[config.mk]
export PLATFORM = sky130hd
export DESIGN_NAME = holding_track_reorder_top
export DESIGN_NICKNAME = d
export VERILOG_FILES = /design/src/rtl/hto_pkg.sv /design/src/rtl/hto_store.sv /design/src/rtl/holding_track_reorder_top.sv
export SDC_FILE = /design/constraint.sdc
export NUM_CORES = 1
export LEC_CHECK = 0
export CAP_MARGIN = 20
export CORE_MARGIN = 4
export CORE_UTILIZATION = 50
export DETAILED_ROUTE_END_ITERATION = 10
export DONT_BUFFER_PORTS = 1
export HOLD_SLACK_MARGIN = 0.12
export PLACE_DENSITY = 0.73
export SLEW_MARGIN = 25
export SYNTH_ARGS = -nofsm -noshare
export SYNTH_HDL_FRONTEND = slang
export SYNTH_SLANG_ARGS = --single-unit
export TNS_END_PERCENT = 100
[constraint.sdc]
create_clock -name aclk -period 11.8 [get_ports aclk]
set_input_delay 0.59 -clock aclk [delete_from_list [all_inputs] [get_ports aclk]]
set_output_delay 0.59 -clock aclk [all_outputs]
set_load 0.005 [all_outputs]
[src/rtl/hto_pkg.sv]
`default_nettype none
// ----------------------------------------------------------------------------
// hto_pkg
// Shared types and constants for the holding track reorder block.
// ----------------------------------------------------------------------------
package hto_pkg;

    localparam int DEF_TRACKS   = 4;
    localparam int DEF_MAX_CARS = 32;
    localparam int MAX_RESULTS  = 32;

    localparam int CAR_W      = 6;
    localparam int TRK_W      = 3;
    localparam int TCNT_W     = 3;
    localparam int CFG_IDX_W  = 1;
    localparam int CFG_DATA_W = 6;

    localparam logic [CFG_IDX_W-1:0] CFG_TRACK_COUNT = 1'b0;
    localparam logic [CFG_IDX_W-1:0] CFG_CAR_COUNT   = 1'b1;

    localparam logic [TCNT_W-1:0] TRACK_COUNT_RST = 3'd3;
    localparam logic [CAR_W-1:0]  CAR_COUNT_RST   = 6'd9;

    typedef enum logic [2:0] {
        ST_IDLE,
        ST_DECIDE,
        ST_SEARCH,
        ST_PLACE,
        ST_DRAIN,
        ST_RELOAD,
        ST_RESCAN
    } hto_state_t;

    typedef struct packed {
        logic clear;
        logic push;
        logic pop;
    } hto_store_op_t;

endpackage
`default_nettype wire

[src/rtl/hto_store.sv]
`default_nettype none
// ----------------------------------------------------------------------------
// hto_store
// Holding track stacks: one synchronous memory with the cars, fill counters
// and a cached top per track. A pop reloads the new top from memory in the
// following cycle.
// ----------------------------------------------------------------------------
module hto_store import hto_pkg::*; #(
    parameter int TRACKS   = DEF_TRACKS,
    parameter int MAX_CARS = DEF_MAX_CARS,
    localparam int IDX_W   = (TRACKS > 1) ? $clog2(TRACKS) : 1,
    localparam int FW      = $clog2(MAX_CARS + 1)
) (
    input  wire                 aclk,
    input  wire                 aresetn,
    input  wire hto_store_op_t  op_i,
    input  wire  [IDX_W-1:0]    track_i,
    input  wire  [CAR_W-1:0]    car_i,
    output logic [FW-1:0]       fill_o [TRACKS],
    output logic [CAR_W-1:0]    top_o  [TRACKS]
);

    localparam int DEPTH  = TRACKS * MAX_CARS;
    localparam int ADDR_W = (DEPTH > 1) ? $clog2(DEPTH) : 1;

    logic [CAR_W-1:0]  mem [DEPTH];
    logic [FW-1:0]     fill_reg [TRACKS];
    logic [CAR_W-1:0]  top_reg  [TRACKS];
    logic [CAR_W-1:0]  rd_data_reg;
    logic              reload_reg;
    logic [IDX_W-1:0]  reload_trk_reg;

    logic [FW-1:0]     cur_fill;
    logic [ADDR_W-1:0] base_addr;
    logic [ADDR_W-1:0] wr_addr;
    logic [ADDR_W-1:0] rd_addr;
    logic              rd_en;

    assign cur_fill  = fill_reg[track_i];
    assign base_addr = ADDR_W'(track_i) * ADDR_W'(MAX_CARS);
    assign wr_addr   = base_addr + ADDR_W'(cur_fill);
    // new top after a pop sits two below the old fill
    assign rd_addr   = base_addr + ADDR_W'(cur_fill - FW'(2));
    assign rd_en     = op_i.pop && (cur_fill >= FW'(2));

    always_ff @(posedge aclk) begin
        if (!aresetn) begin
            for (int i = 0; i < TRACKS; i++) begin
                fill_reg[i] <= '0;
            end
            reload_reg <= 1'b0;
        end else begin
            reload_reg <= op_i.pop;
            if (op_i.clear) begin
                for (int i = 0; i < TRACKS; i++) begin
                    fill_reg[i] <= '0;
                end
            end else if (op_i.push) begin
                fill_reg[track_i] <= cur_fill + FW'(1);
            end else if (op_i.pop) begin
                fill_reg[track_i] <= cur_fill - FW'(1);
            end
        end
    end

    always_ff @(posedge aclk) begin
        if (op_i.push) begin
            mem[wr_addr] <= car_i;
        end
        if (rd_en) begin
            rd_data_reg <= mem[rd_addr];
        end
        if (op_i.pop) begin
            reload_trk_reg <= track_i;
        end
    end

    always_ff @(posedge aclk) begin
        if (op_i.push) begin
            top_reg[track_i] <= car_i;
        end else if (reload_reg && (fill_reg[reload_trk_reg] != '0)) begin
            top_reg[reload_trk_reg] <= rd_data_reg;
        end
    end

    always_comb begin
        for (int i = 0; i < TRACKS; i++) begin
            fill_o[i] = fill_reg[i];
            top_o[i]  = top_reg[i];
        end
    end

endmodule
`default_nettype wire

[src/rtl/holding_track_reorder_top.sv]
`default_nettype none
// ----------------------------------------------------------------------------
// holding_track_reorder_top
// Railroad car rearrangement with LIFO holding tracks.
// ----------------------------------------------------------------------------
// One car is handled at a time; s_ready is high only while the block is idle,
// and a finished result may still wait at the output then. A car to be placed
// on a track, or refused for want of one, passes DECIDE, SEARCH and PLACE; a
// car in an already failed sequence gets its failure result in DECIDE; a car
// sent straight to the output goes DECIDE, DRAIN, and then RELOAD, RESCAN and
// DRAIN again for each held car drained after it. The work rests on the scan
// over the cached track tops, one track per cycle, and on the registered
// memory read that reloads a track's top after a pop. The track memory needs
// no clearing pass after reset; only entries below a track's fill are ever read.
// ----------------------------------------------------------------------------
module holding_track_reorder_top import hto_pkg::*; #(
    parameter int TRACKS   = DEF_TRACKS,
    parameter int MAX_CARS = DEF_MAX_CARS
) (
    input  wire                   aclk,
    input  wire                   aresetn,
    input  wire                   s_valid,
    output logic                  s_ready,
    input  wire  [CAR_W-1:0]      s_car,
    input  wire                   s_first_of_sequence,
    output logic                  m_valid,
    input  wire                   m_ready,
    output logic [CAR_W-1:0]      m_moved_car,
    output logic [TRK_W-1:0]      m_from_track,
    output logic [TRK_W-1:0]      m_to_track,
    output logic                  m_failed,
    output logic                  m_last,
    input  wire                   cfg_valid,
    output logic                  cfg_ready,
    input  wire  [CFG_IDX_W-1:0]  cfg_index,
    input  wire  [CFG_DATA_W-1:0] cfg_data
);

    localparam int CNT_W = $clog2(TRACKS + 1);
    localparam int IDX_W = (TRACKS > 1) ? $clog2(TRACKS) : 1;
    localparam int FW    = $clog2(MAX_CARS + 1);
    localparam int RES_W = $clog2(MAX_RESULTS + 1);

    hto_state_t        state_reg, state_next;
    logic [TCNT_W-1:0] track_count_reg, track_count_next;
    logic [CAR_W-1:0]  car_count_reg, car_count_next;
    logic [CAR_W-1:0]  car_reg, car_next;
    logic [CAR_W-1:0]  nw_reg, nw_next;
    logic [CAR_W-1:0]  min_held_reg, min_held_next;
    logic [CNT_W-1:0]  min_track_reg, min_track_next;
    logic              min_valid_reg, min_valid_next;
    logic              seq_failed_reg, seq_failed_next;
    logic [RES_W-1:0]  n_reg, n_next;
    logic [CNT_W-1:0]  scan_reg, scan_next;
    logic              found_reg, found_next;
    logic [IDX_W-1:0]  best_reg, best_next;
    logic [CAR_W-1:0]  best_top_reg, best_top_next;
    logic              have_empty_reg, have_empty_next;
    logic [IDX_W-1:0]  empty_reg, empty_next;
    logic              bad_reg, bad_next;
    logic [CAR_W-1:0]  pend_car_reg, pend_car_next;
    logic [TRK_W-1:0]  pend_from_reg, pend_from_next;

    logic              m_valid_reg;
    logic [CAR_W-1:0]  m_car_reg;
    logic [TRK_W-1:0]  m_from_reg;
    logic [TRK_W-1:0]  m_to_reg;
    logic              m_failed_reg;
    logic              m_last_reg;

    logic              out_load;
    logic [CAR_W-1:0]  out_car;
    logic [TRK_W-1:0]  out_from;
    logic [TRK_W-1:0]  out_to;
    logic              out_fail;
    logic              out_last;
    logic              slot_free;

    hto_store_op_t     st_op;
    logic [IDX_W-1:0]  st_track;
    logic [FW-1:0]     fill [TRACKS];
    logic [CAR_W-1:0]  top  [TRACKS];

    logic [CNT_W-1:0]  active;
    logic [IDX_W-1:0]  sidx;
    logic [CNT_W-1:0]  min_trk_m1;
    logic [IDX_W-1:0]  min_idx;
    logic              min_in_range;
    logic [FW-1:0]     fill_at_min;
    logic              drain_more;
    logic              drain_bad;
    logic [IDX_W-1:0]  place_idx;
    logic [CNT_W-1:0]  place_trk;

    hto_store #(
        .TRACKS   (TRACKS),
        .MAX_CARS (MAX_CARS)
    ) u_store (
        .aclk    (aclk),
        .aresetn (aresetn),
        .op_i    (st_op),
        .track_i (st_track),
        .car_i   (car_reg),
        .fill_o  (fill),
        .top_o   (top)
    );

    // track_count above TRACKS acts as TRACKS
    assign active = (int'(track_count_reg) > TRACKS) ? CNT_W'(TRACKS)
                                                     : CNT_W'(track_count_reg);
    assign sidx   = scan_reg[IDX_W-1:0];

    assign min_trk_m1   = min_track_reg - CNT_W'(1);
    assign min_idx      = min_trk_m1[IDX_W-1:0];
    assign min_in_range = (min_track_reg != '0) && (int'(min_track_reg) <= TRACKS);
    assign fill_at_min  = min_in_range ? fill[min_idx] : '0;
    assign drain_more   = (n_reg < RES_W'(MAX_RESULTS)) && min_valid_reg &&
                          (min_held_reg == nw_reg);
    assign drain_bad    = !min_in_range || (fill_at_min == '0);

    assign place_idx = found_reg ? best_reg : empty_reg;
    assign place_trk = CNT_W'(place_idx) + CNT_W'(1);

    assign slot_free = !m_valid_reg || m_ready;
    assign s_ready   = (state_reg == ST_IDLE);
    assign cfg_ready = 1'b1;

    always_comb begin
        state_next       = state_reg;
        track_count_next = track_count_reg;
        car_count_next   = car_count_reg;
        car_next         = car_reg;
        nw_next          = nw_reg;
        min_held_next    = min_held_reg;
        min_track_next   = min_track_reg;
        min_valid_next   = min_valid_reg;
        seq_failed_next  = seq_failed_reg;
        n_next           = n_reg;
        scan_next        = scan_reg;
        found_next       = found_reg;
        best_next        = best_reg;
        best_top_next    = best_top_reg;
        have_empty_next  = have_empty_reg;
        empty_next       = empty_reg;
        bad_next         = bad_reg;
        pend_car_next    = pend_car_reg;
        pend_from_next   = pend_from_reg;
        st_op            = '0;
        st_track         = '0;
        out_load         = 1'b0;
        out_car          = '0;
        out_from         = '0;
        out_to           = '0;
        out_fail         = 1'b0;
        out_last         = 1'b0;

        if (cfg_valid) begin
            unique case (cfg_index)
                CFG_TRACK_COUNT: track_count_next = cfg_data[TCNT_W-1:0];
                CFG_CAR_COUNT:   car_count_next   = cfg_data[CAR_W-1:0];
            endcase
        end

        unique case (state_reg)
            ST_IDLE: begin
                if (s_valid) begin
                    car_next = s_car;
                    if (s_first_of_sequence) begin
                        st_op.clear     = 1'b1;
                        nw_next         = CAR_W'(1);
                        seq_failed_next = 1'b0;
                        min_valid_next  = 1'b0;
                        min_held_next   = car_count_reg + CAR_W'(1);
                        min_track_next  = '0;
                    end
                    state_next = ST_DECIDE;
                end
            end

            ST_DECIDE: begin
                if (seq_failed_reg) begin
                    if (slot_free) begin
                        out_load   = 1'b1;
                        out_fail   = 1'b1;
                        out_last   = 1'b1;
                        state_next = ST_IDLE;
                    end
                end else if (car_reg == nw_reg) begin
                    pend_car_next  = car_reg;
                    pend_from_next = '0;
                    nw_next        = nw_reg + CAR_W'(1);
                    n_next         = RES_W'(1);
                    state_next     = ST_DRAIN;
                end else begin
                    scan_next       = '0;
                    found_next      = 1'b0;
                    have_empty_next = 1'b0;
                    state_next      = ST_SEARCH;
                end
            end

            ST_SEARCH: begin
                if (scan_reg == active) begin
                    state_next = ST_PLACE;
                end else begin
                    if (fill[sidx] == '0) begin
                        if (!have_empty_reg) begin
                            have_empty_next = 1'b1;
                            empty_next      = sidx;
                        end
                    end else if (fill[sidx] < FW'(MAX_CARS)) begin
                        // tightest top above the car; first track wins a tie
                        if ((top[sidx] > car_reg) &&
                            (!found_reg || (top[sidx] < best_top_reg))) begin
                            found_next    = 1'b1;
                            best_next     = sidx;
                            best_top_next = top[sidx];
                        end
                    end
                    scan_next = scan_reg + CNT_W'(1);
                end
            end

            ST_PLACE: begin
                if (slot_free) begin
                    out_load   = 1'b1;
                    out_last   = 1'b1;
                    state_next = ST_IDLE;
                    if (!found_reg && !have_empty_reg) begin
                        seq_failed_next = 1'b1;
                        out_fail        = 1'b1;
                    end else begin
                        st_op.push = 1'b1;
                        st_track   = place_idx;
                        out_car    = car_reg;
                        out_to     = TRK_W'(place_trk);
                        if (!min_valid_reg || (car_reg < min_held_reg)) begin
                            min_valid_next = 1'b1;
                            min_held_next  = car_reg;
                            min_track_next = place_trk;
                        end
                    end
                end
            end

            ST_DRAIN: begin
                // pending result goes out once we know whether another follows
                if (slot_free) begin
                    out_load = 1'b1;
                    out_car  = pend_car_reg;
                    out_from = pend_from_reg;
                    if (!drain_more) begin
                        out_last   = 1'b1;
                        state_next = ST_IDLE;
                    end else if (drain_bad) begin
                        out_last       = 1'b1;
                        min_valid_next = 1'b0;
                        min_held_next  = car_count_reg + CAR_W'(1);
                        min_track_next = '0;
                        scan_next      = '0;
                        bad_next       = 1'b1;
                        state_next     = ST_RESCAN;
                    end else begin
                        st_op.pop      = 1'b1;
                        st_track       = min_idx;
                        pend_car_next  = min_held_reg;
                        pend_from_next = TRK_W'(min_track_reg);
                        n_next         = n_reg + RES_W'(1);
                        nw_next        = nw_reg + CAR_W'(1);
                        state_next     = ST_RELOAD;
                    end
                end
            end

            ST_RELOAD: begin
                // store writes the reloaded top at this edge
                min_valid_next = 1'b0;
                min_held_next  = car_count_reg + CAR_W'(1);
                min_track_next = '0;
                scan_next      = '0;
                bad_next       = 1'b0;
                state_next     = ST_RESCAN;
            end

            ST_RESCAN: begin
                if (scan_reg == active) begin
                    state_next = bad_reg ? ST_IDLE : ST_DRAIN;
                end else begin
                    if ((fill[sidx] != '0) &&
                        (!min_valid_reg || (top[sidx] < min_held_reg))) begin
                        min_valid_next = 1'b1;
                        min_held_next  = top[sidx];
                        min_track_next = scan_reg + CNT_W'(1);
                    end
                    scan_next = scan_reg + CNT_W'(1);
                end
            end

            default: state_next = ST_IDLE;
        endcase
    end

    always_ff @(posedge aclk) begin
        if (!aresetn) begin
            state_reg       <= ST_IDLE;
            track_count_reg <= TRACK_COUNT_RST;
            car_count_reg   <= CAR_COUNT_RST;
            nw_reg          <= CAR_W'(1);
            min_held_reg    <= CAR_COUNT_RST + CAR_W'(1);
            min_track_reg   <= '0;
            min_valid_reg   <= 1'b0;
            seq_failed_reg  <= 1'b0;
            n_reg           <= '0;
            bad_reg         <= 1'b0;
            m_valid_reg     <= 1'b0;
        end else begin
            state_reg       <= state_next;
            track_count_reg <= track_count_next;
            car_count_reg   <= car_count_next;
            nw_reg          <= nw_next;
            min_held_reg    <= min_held_next;
            min_track_reg   <= min_track_next;
            min_valid_reg   <= min_valid_next;
            seq_failed_reg  <= seq_failed_next;
            n_reg           <= n_next;
            bad_reg         <= bad_next;
            if (out_load) begin
                m_valid_reg <= 1'b1;
            end else if (m_ready) begin
                m_valid_reg <= 1'b0;
            end
        end
    end

    always_ff @(posedge aclk) begin
        car_reg        <= car_next;
        scan_reg       <= scan_next;
        found_reg      <= found_next;
        best_reg       <= best_next;
        best_top_reg   <= best_top_next;
        have_empty_reg <= have_empty_next;
        empty_reg      <= empty_next;
        pend_car_reg   <= pend_car_next;
        pend_from_reg  <= pend_from_next;
        if (out_load) begin
            m_car_reg    <= out_car;
            m_from_reg   <= out_from;
            m_to_reg     <= out_to;
            m_failed_reg <= out_fail;
            m_last_reg   <= out_last;
        end
    end

    assign m_valid      = m_valid_reg;
    assign m_moved_car  = m_car_reg;
    assign m_from_track = m_from_reg;
    assign m_to_track   = m_to_reg;
    assign m_failed     = m_failed_reg;
    assign m_last       = m_last_reg;

    // min tracking: a held minimum always names its track
    a_min_track: assert property (@(posedge aclk) disable iff (!aresetn)
        min_valid_reg == (min_track_reg != '0))
        else $error("min_valid and min_track disagree");

    a_result_cap: assert property (@(posedge aclk) disable iff (!aresetn)
        n_reg <= RES_W'(MAX_RESULTS))
        else $error("result count beyond limit");

    a_fail_payload: assert property (@(posedge aclk) disable iff (!aresetn)
        m_valid_reg && m_failed_reg |-> (m_car_reg == '0) && (m_to_reg == '0))
        else $error("failure result carries a car");

    a_accept_busy: assert property (@(posedge aclk) disable iff (!aresetn)
        s_valid && s_ready |=> state_reg != ST_IDLE)
        else $error("accepted item left no work");

    a_load_slot: assert property (@(posedge aclk) disable iff (!aresetn)
        out_load |-> slot_free)
        else $error("result overwrote a waiting result");

endmodule
`default_nettype wire
-- Yosys cells after proc, flatten, opt, wreduce, memory -nomap -nowiden
Memory sizes are Yosys's and may differ from the RTL's. A register that Yosys moved wholly into a read port is not among the register bits.
Cells that the tools add are included.
- register bits after elaboration: 84
- bits in writable memories: 816
- output and inout bits: 17
- logic and storage cells: 313
- memories kept: 3
- memory list (memory ; words ; width ; rd ports ; clocked after Yosys merged registers in ; write ports ; line ; RTL):
    u_store.mem ; 128 ; 6 ; 1 ; 1 ; 1 ; hto_store.sv:26 ; logic [CAR_W-1:0] mem [DEPTH];
    u_store.fill_reg ; 4 ; 6 ; 6 ; 1 ; 4 ; hto_store.sv:27 ; logic [FW-1:0] fill_reg [TRACKS];
    u_store.top_reg ; 4 ; 6 ; 4 ; 0 ; 1 ; hto_store.sv:28 ; logic [CAR_W-1:0] top_reg [TRACKS];
- add/sub/neg operators: 11
- order comparisons: 11
- equal/unequal tests: 32
- muxes and demuxes: 164
- bitwise operators: 13
- reductions and logical operators: 52
- operators by type and width (cell ; count):
    $mux W6 ; 44
    $mux W3 ; 28
    $mux W1 ; 61
    $ne A2 B2 Y1 const B ; 22
    $bmux W6 S2 ; 3
    $pmux W6 S2 ; 3
    $pmux W6 S5 ; 1
    $add A6 B1 Y6 const B ; 4
    $pmux W3 S7 ; 1
    $mux W2 ; 10
    $lt A6 B6 Y1 ; 3
    $pmux W6 S3 ; 1
    $pmux W3 S5 ; 1
    $reduce_and A5 Y1 ; 3
    $reduce_and A7 Y1 ; 2
    $eq A6 B6 Y1 ; 2
    $logic_not A6 Y1 ; 2
    $lt A6 B6 Y1 const B ; 2
    $pmux W1 S2 ; 6
    $pmux W3 S4 ; 1
    $reduce_and A4 Y1 ; 3
    $reduce_bool A6 Y1 ; 2
    $reduce_or A6 Y1 ; 2
    $reduce_and A11 Y1 ; 1
    other kinds (37) ; 75

-- Logic depth before layout (Yosys ltp)
- depth after elaboration: 20
- depth in mapped cells: 26
- depth with buffers taken out: 23

-- Hierarchy
A second synthesis with hierarchy kept.
- cells, all modules: 2535
- area, all modules: 38139.1 um2
- by module, submodules not included (module ; times used ; cells each ; area each (um2) ; sequential area each (um2)):
    hto_store ; 1 ; 2020 ; 33176.8 ; 24803.8
    holding_track_reorder_top ; 1 ; 515 ; 4962.3 ; 2062.0

-- Worst setup path after synthesis
No wires, ideal clock.
- path kind: register -> register
- from: reg min_track_reg[0]
- to: reg u_store.rd_data_reg[4], read port of u_store.mem (data pin)
- library setup time: 182 ps
- data arrival time: 5976 ps
- setup slack: 5642 ps
- stages on the path, launching flop included: 27
- buffers on the path: 6
- period minus slack after synthesis: 6158 ps
- path through: dfxtp_1 -> inv_1 -> ha_1 -> xnor2_1 -> nand2b_1 -> o32a_2 -> o31ai_4 -> buf_2 -> o211ai_1 -> and2_1 -> buf_4 -> buf_2 -> buf_4 -> buf_1 -> buf_2 -> ha_1 -> fa_1 -> a21o_1 -> a21oi_1 -> xnor2_1 -> xnor2_1 -> nor2_1 -> o211ai_1 -> nor3_1 -> a2111o_1 -> or4b_1 -> nor4b_1
- word-level cells in the longest chain between the ends: 15
- RTL lines (what ; line ; RTL):
    start: declaration ; holding_track_reorder_top.sv:50 ; logic [CNT_W-1:0] min_track_reg, min_track_next;
    start signal: assignment ; holding_track_reorder_top.sv:322 ; min_track_reg <= min_track_next;
    $sub A2 B1 Y2 ; holding_track_reorder_top.sv:113 ; assign min_trk_m1 = min_track_reg - CNT_W'(1);
    $not A2 Y3 (not written as such) ; holding_track_reorder_top.sv:116 ; assign fill_at_min = min_in_range ? fill[min_idx] : '0;
    $bmux W6 S2 ; holding_track_reorder_top.sv:116 ;
    $mux W6 (not written as such) (2 in a row) ; holding_track_reorder_top.sv:116 ;
    $mux W6 ; holding_track_reorder_top.sv:116 ;
    $logic_not A6 Y1 ; holding_track_reorder_top.sv:119 ; assign drain_bad = !min_in_range || (fill_at_min == '0);
    $logic_or A1 B1 Y1 ; holding_track_reorder_top.sv:119 ;
    $mux W2 (*) ; holding_track_reorder_top.sv:255 ; end else if (drain_bad) begin
    $mux W2 (*) ; holding_track_reorder_top.sv:252 ; if (!drain_more) begin
    $mux W2 (*) ; holding_track_reorder_top.sv:248 ; if (slot_free) begin
    $pmux W2 S2 (*) ; holding_track_reorder_top.sv:164 ; unique case (state_reg)
    named net st_track[0] ; holding_track_reorder_top.sv:80 ; logic [IDX_W-1:0] st_track;
    $mem_v2 Z4 W6 ; n/a ;
    $sub A6 B2 Y7 / $ge A6 B2 Y1 (equally long branches) ; hto_store.sv:43, hto_store.sv:44 ;
    $add A7 B7 Y7 / $logic_and A1 B1 Y1 (equally long branches) ; hto_store.sv:43, hto_store.sv:44 ;
    end: declaration ; hto_store.sv:29 ; logic [CAR_W-1:0] rd_data_reg;
The timed path passes the listed nets; every way through them passes the cells marked *. The select of a mux whose other input is x is not followed.
A chain may end at the register's enable or synchronous reset.

-- Worst setup path after layout
- from: reg state_reg[2]
- to: reg u_store.rd_data_reg[1], read port of u_store.mem (data pin)
- word-level cells in the longest chain between the ends: 5
- RTL lines (what ; line ; RTL):
    start: declaration ; holding_track_reorder_top.sv:44 ; hto_state_t state_reg, state_next;
    start signal: assignment ; holding_track_reorder_top.sv:317 ; state_reg <= state_next;
    $eq A3 B3 Y1 / $eq A3 B2 Y1 (equally long branches) ; holding_track_reorder_top.sv:164 ;
    $pmux W2 S2 ; holding_track_reorder_top.sv:164 ;
    $mem_v2 Z4 W6 ; n/a ;
    $sub A6 B2 Y7 / $ge A6 B2 Y1 (equally long branches) ; hto_store.sv:43, hto_store.sv:44 ;
    $add A7 B7 Y7 / $logic_and A1 B1 Y1 (equally long branches) ; hto_store.sv:43, hto_store.sv:44 ;
Several ways; a longest one is shown, not always the timed one.

==> flow_metrics.tcl <==
set metrics [dict create \
    status "finished clean" \
    final_hold_violating_endpoints 0 \
    synth_commonest_cells "868 x edfxtp_1, 534 x nand2_1, 265 x nor2_1" \
    startpoint_types "flop" \
    vias 24900 \
    netlist_area_um2 38600 \
    timing_max_transition_violations_final 0 \
    comb_power_share_pct 26.8 \
    initial_utilization_pct 50.6 \
    syn2layout_area_growth_pct 10.3 \
    total_stage_count_of_the_critical_path 17 \
    yosys_warn_count 0 \
    timing.rr.start "state_reg[2]" \
    end_kind "flop" \
    ys_types 80 \
    cpPeakStageDelay_ps 790 \
    finalHoldWorstSlack_ps 261 \
    crit_chain "or3b_1 > nor2_1 > nand3_2 > o31ai_4 > inv_4 > o211ai_1 > and2_4 > buf_12 > inv_4 > buf_4 > nand2_2 > buf_4 > a21oi_1 > o31ai_1 > a22oi_1 > nand4_1 > nor4_1" \
    final_layout_setup_total_negative_slack_ps 0 \
    drtAntennaViolNets 0 \
    synth_area_leaders "edfxtp_1 68%, nand2_1 5.2%, mux2i_1 4.5%" \
    critical_path_class "flop to flop" \
    report.final.setup_viol 0 \
    placement.io_buffers 0 \
    synth-edff-count 868 \
    routed_via_density 6.16 \
    critical-path-top-delay-family "buffers and inverters" \
    synth-seq-area-share_pct 69.6 \
    fill_cells 6018 \
    power_density_nw_per_um2 217 \
    yosys.cell_count.top_type "edfxtp_1" \
    p_clk_share_pct 30.5 \
    highest_net_fanout_along_the_worst_path 161 \
    cts_max_path_buffers 3 \
    grt_max_degree 162 \
    detailedRoute.firstPassIterationCount 6 \
    totalWireLength_um 103000 \
    cts.sink_count 908 \
    worstSetupEndpoint "u_store.rd_data_reg[1]" \
    finish.net_count 3010 \
    worst_ir_drop_vdd_mv 0.144 \
    placement_rows 101 \
    skew_ps 27.4 \
    hpwl_um 65200 \
    coreArea_um2 76200 \
    globalplace.congestion 0.951 \
    sw_share_pct 33.8 \
    postSynthRegisterBits 908 \
    grt_setup_unrepaired "no" \
    timing_worst_slew_pin_value_ps 1070 \
    total_switching_power_uw 3120 \
    reg2reg_to "u_store.rd_data_reg[1]" \
    leakage_uw 0.0146 \
    die_footprint_um2 81700 \
    worst_r2r_path_depth 17 \
    wire_per_inst_um 25.4 \
    ff2ff_setup_slack_ps 3500 \
    mappedNetlistNets 3029 \
    fmax_mhz 120 \
    biggest_area_consumer_among_synthesized_cells "edfxtp_1" \
    detailedRoute.firstIterationViolations 3419 \
    worst_skew_pair.late_latency_ps 650 \
    first_pass_grt_wire_length_um 154000 \
    timing.hold.worst.class "primary input to flop" \
    overall_routing_resource_usage_pct 24.8 \
    antenna-diode-count 0 \
    largest_register_ff_count 768 \
    buffering_stage_count_on_the_worst_path_with_inverters_included 5 \
    p_seq_share_pct 42.6 \
    share_of_final_layout_standard_cells_stronger_than_drive_strength_1_pct 7.06 \
    number_of_antenna_violations_at_the_first_check_in_global_routing 1 \
    timing.hold.worst.start "cfg_valid" \
    cts.reportedPaths.clkPinSlew_ps 70 \
    layout_min_cycle_time_ps 8300 \
    ratio_of_final_minimum_period_to_clock_period_pct 70.4 \
    grt_pass1_vias 24200 \
    startpoint "state_reg[2]" \
    die-width_um 286 \
    post_synth.cell_area_avg_um2 13.0 \
    synth.top_cell.area_share_pct 67.5 \
    cts_resized 0 \
    synthArstFlopShare_pct 0 \
    clock_tree.root_cell "clkbuf_16" \
    relSlewSlack_pct 28.7 \
    p_int_uw 6110 \
    synth_flop_cell "edfxtp_1" \
    finalCoreUtilization_pct 55.8 \
    die_h_um 286 \
    num_cts_buffers 91 \
    boundaryPins 36 \
    tritoncts_clock_tree "done" \
    maxCapViolCount 0 \
    worst_path_max_delay_cell "buf_4" \
    synth_cells 2964 \
    worst-endpoint-required_ps 12180 \
    clock_tree.htree_level_count 3 \
    globalRoute.totalOverflow 0 \
    route.detailed.drc 0 \
    worstPathArrival_ps 8680 \
]
layout make-up:
class / count / area [µm²] / share of cell area (%)
flip-flops and latches: 908 / 26900 / 63.1
multi-input cells: 1849 / 10800 / 25.5
clock buffers: 103 / 2390 / 5.61
well taps: 1030 / 1290 / 3.03
clock inverters: 64 / 509 / 1.20
repair buffers: 53 / 490 / 1.15
inverters: 42 / 170 / 0.400
routing by layer:
metal	track usage [%]	vias to the layer above	share of wire, %
met1	35.0	12300	40
li1	-	11000	-
met3	5.47	284	10
met5	0	-	0
met2	38.3	1340	45
met4	8.79	0	4.1
placed cells by master (no fill, tap or decap), drive strengths merged, types with 14 or more instances in the layout:
cell,synthesis,final
a211oi,16,16
nor3,35,35
buf,75,34
xor2,17,17
clkbuf,90,103
edfxtp,868,868
nor2,265,265
a31oi,23,23
inv,41,45
dfxtp,40,40
mux2,33,33
o221ai,26,26
o22ai,25,25
nand4,24,24
o21ai,61,61
a2111oi,20,20
nand2,534,534
nor4,14,14
xnor2,20,20
o21bai,19,19
mux2i,176,176
clkinv,1,48
a221oi,16,16
nand3,176,176
dlygate4sd3,0,19
ha,44,44
a21oi,145,145
worst register-to-register path: stages (launching register included):
cell      delay [ps]
dfxtp_1          770
or3b_1           700
nor2_1           670
nand3_2          230
o31ai_4          560
inv_4            150
o211ai_1         140
and2_4           480
buf_12           710
inv_4            540
buf_4            610
nand2_2          220
buf_4            790
a21oi_1          150
o31ai_1          780
a22oi_1          350
nand4_1          140
nor4_1            50
worst min path at each step:
stage	endpoint	slack, ps	cells after the start
finish	car_count_reg[5]	260	3
global route	car_count_reg[5]	270	3
CTS	car_count_reg[5]	220	3
detailed placement	car_count_reg[5]	470	2
global placement	n_reg[1]	460	2
floorplan	car_count_reg[5]	450	2
metrics by stage:
step	instance area, µm²	worst slack [ps]	cells	total power (µW)
finish	42600	3500	4049	9230
global route	42600	3040	4049	9570
CTS	42500	3730	4048	9200
detailed placement	39400	3780	3862	6400
global placement	39400	3930	3862	6350
floorplan	38600	5640	2964	5530
kinds of logic after synthesis:
logic type,Yosys count,share of synthesized area (%)
simple gates,1119,12.4
flops,908,69.6
compound gates,430,7.25
mux,216,5.97
buf+inv,207,2.34
fa+ha+maj,46,1.53
xor+xnor,37,0.840
other cells,1,0.00972
timing repair:
| item | in CTS | in global routing |
|---|---|---|
| hold buffers | 19 | 0 |
| hold endpoints to repair | 20 | 0 |
| setup buffers | 0 | 0 |
power groups by stage:
stage                     Combinational, µW  Clock [µW]  Sequential, µW
after floorplan                        1480           0            4040
after global placement                 2350           0            4000
after detailed placement               2400           0            4000
after CTS                              2420        2840            3940
after global routing                   2630        2990            3940
final                                  2480        2820            3930
Power figures use the tool's default switching activity.
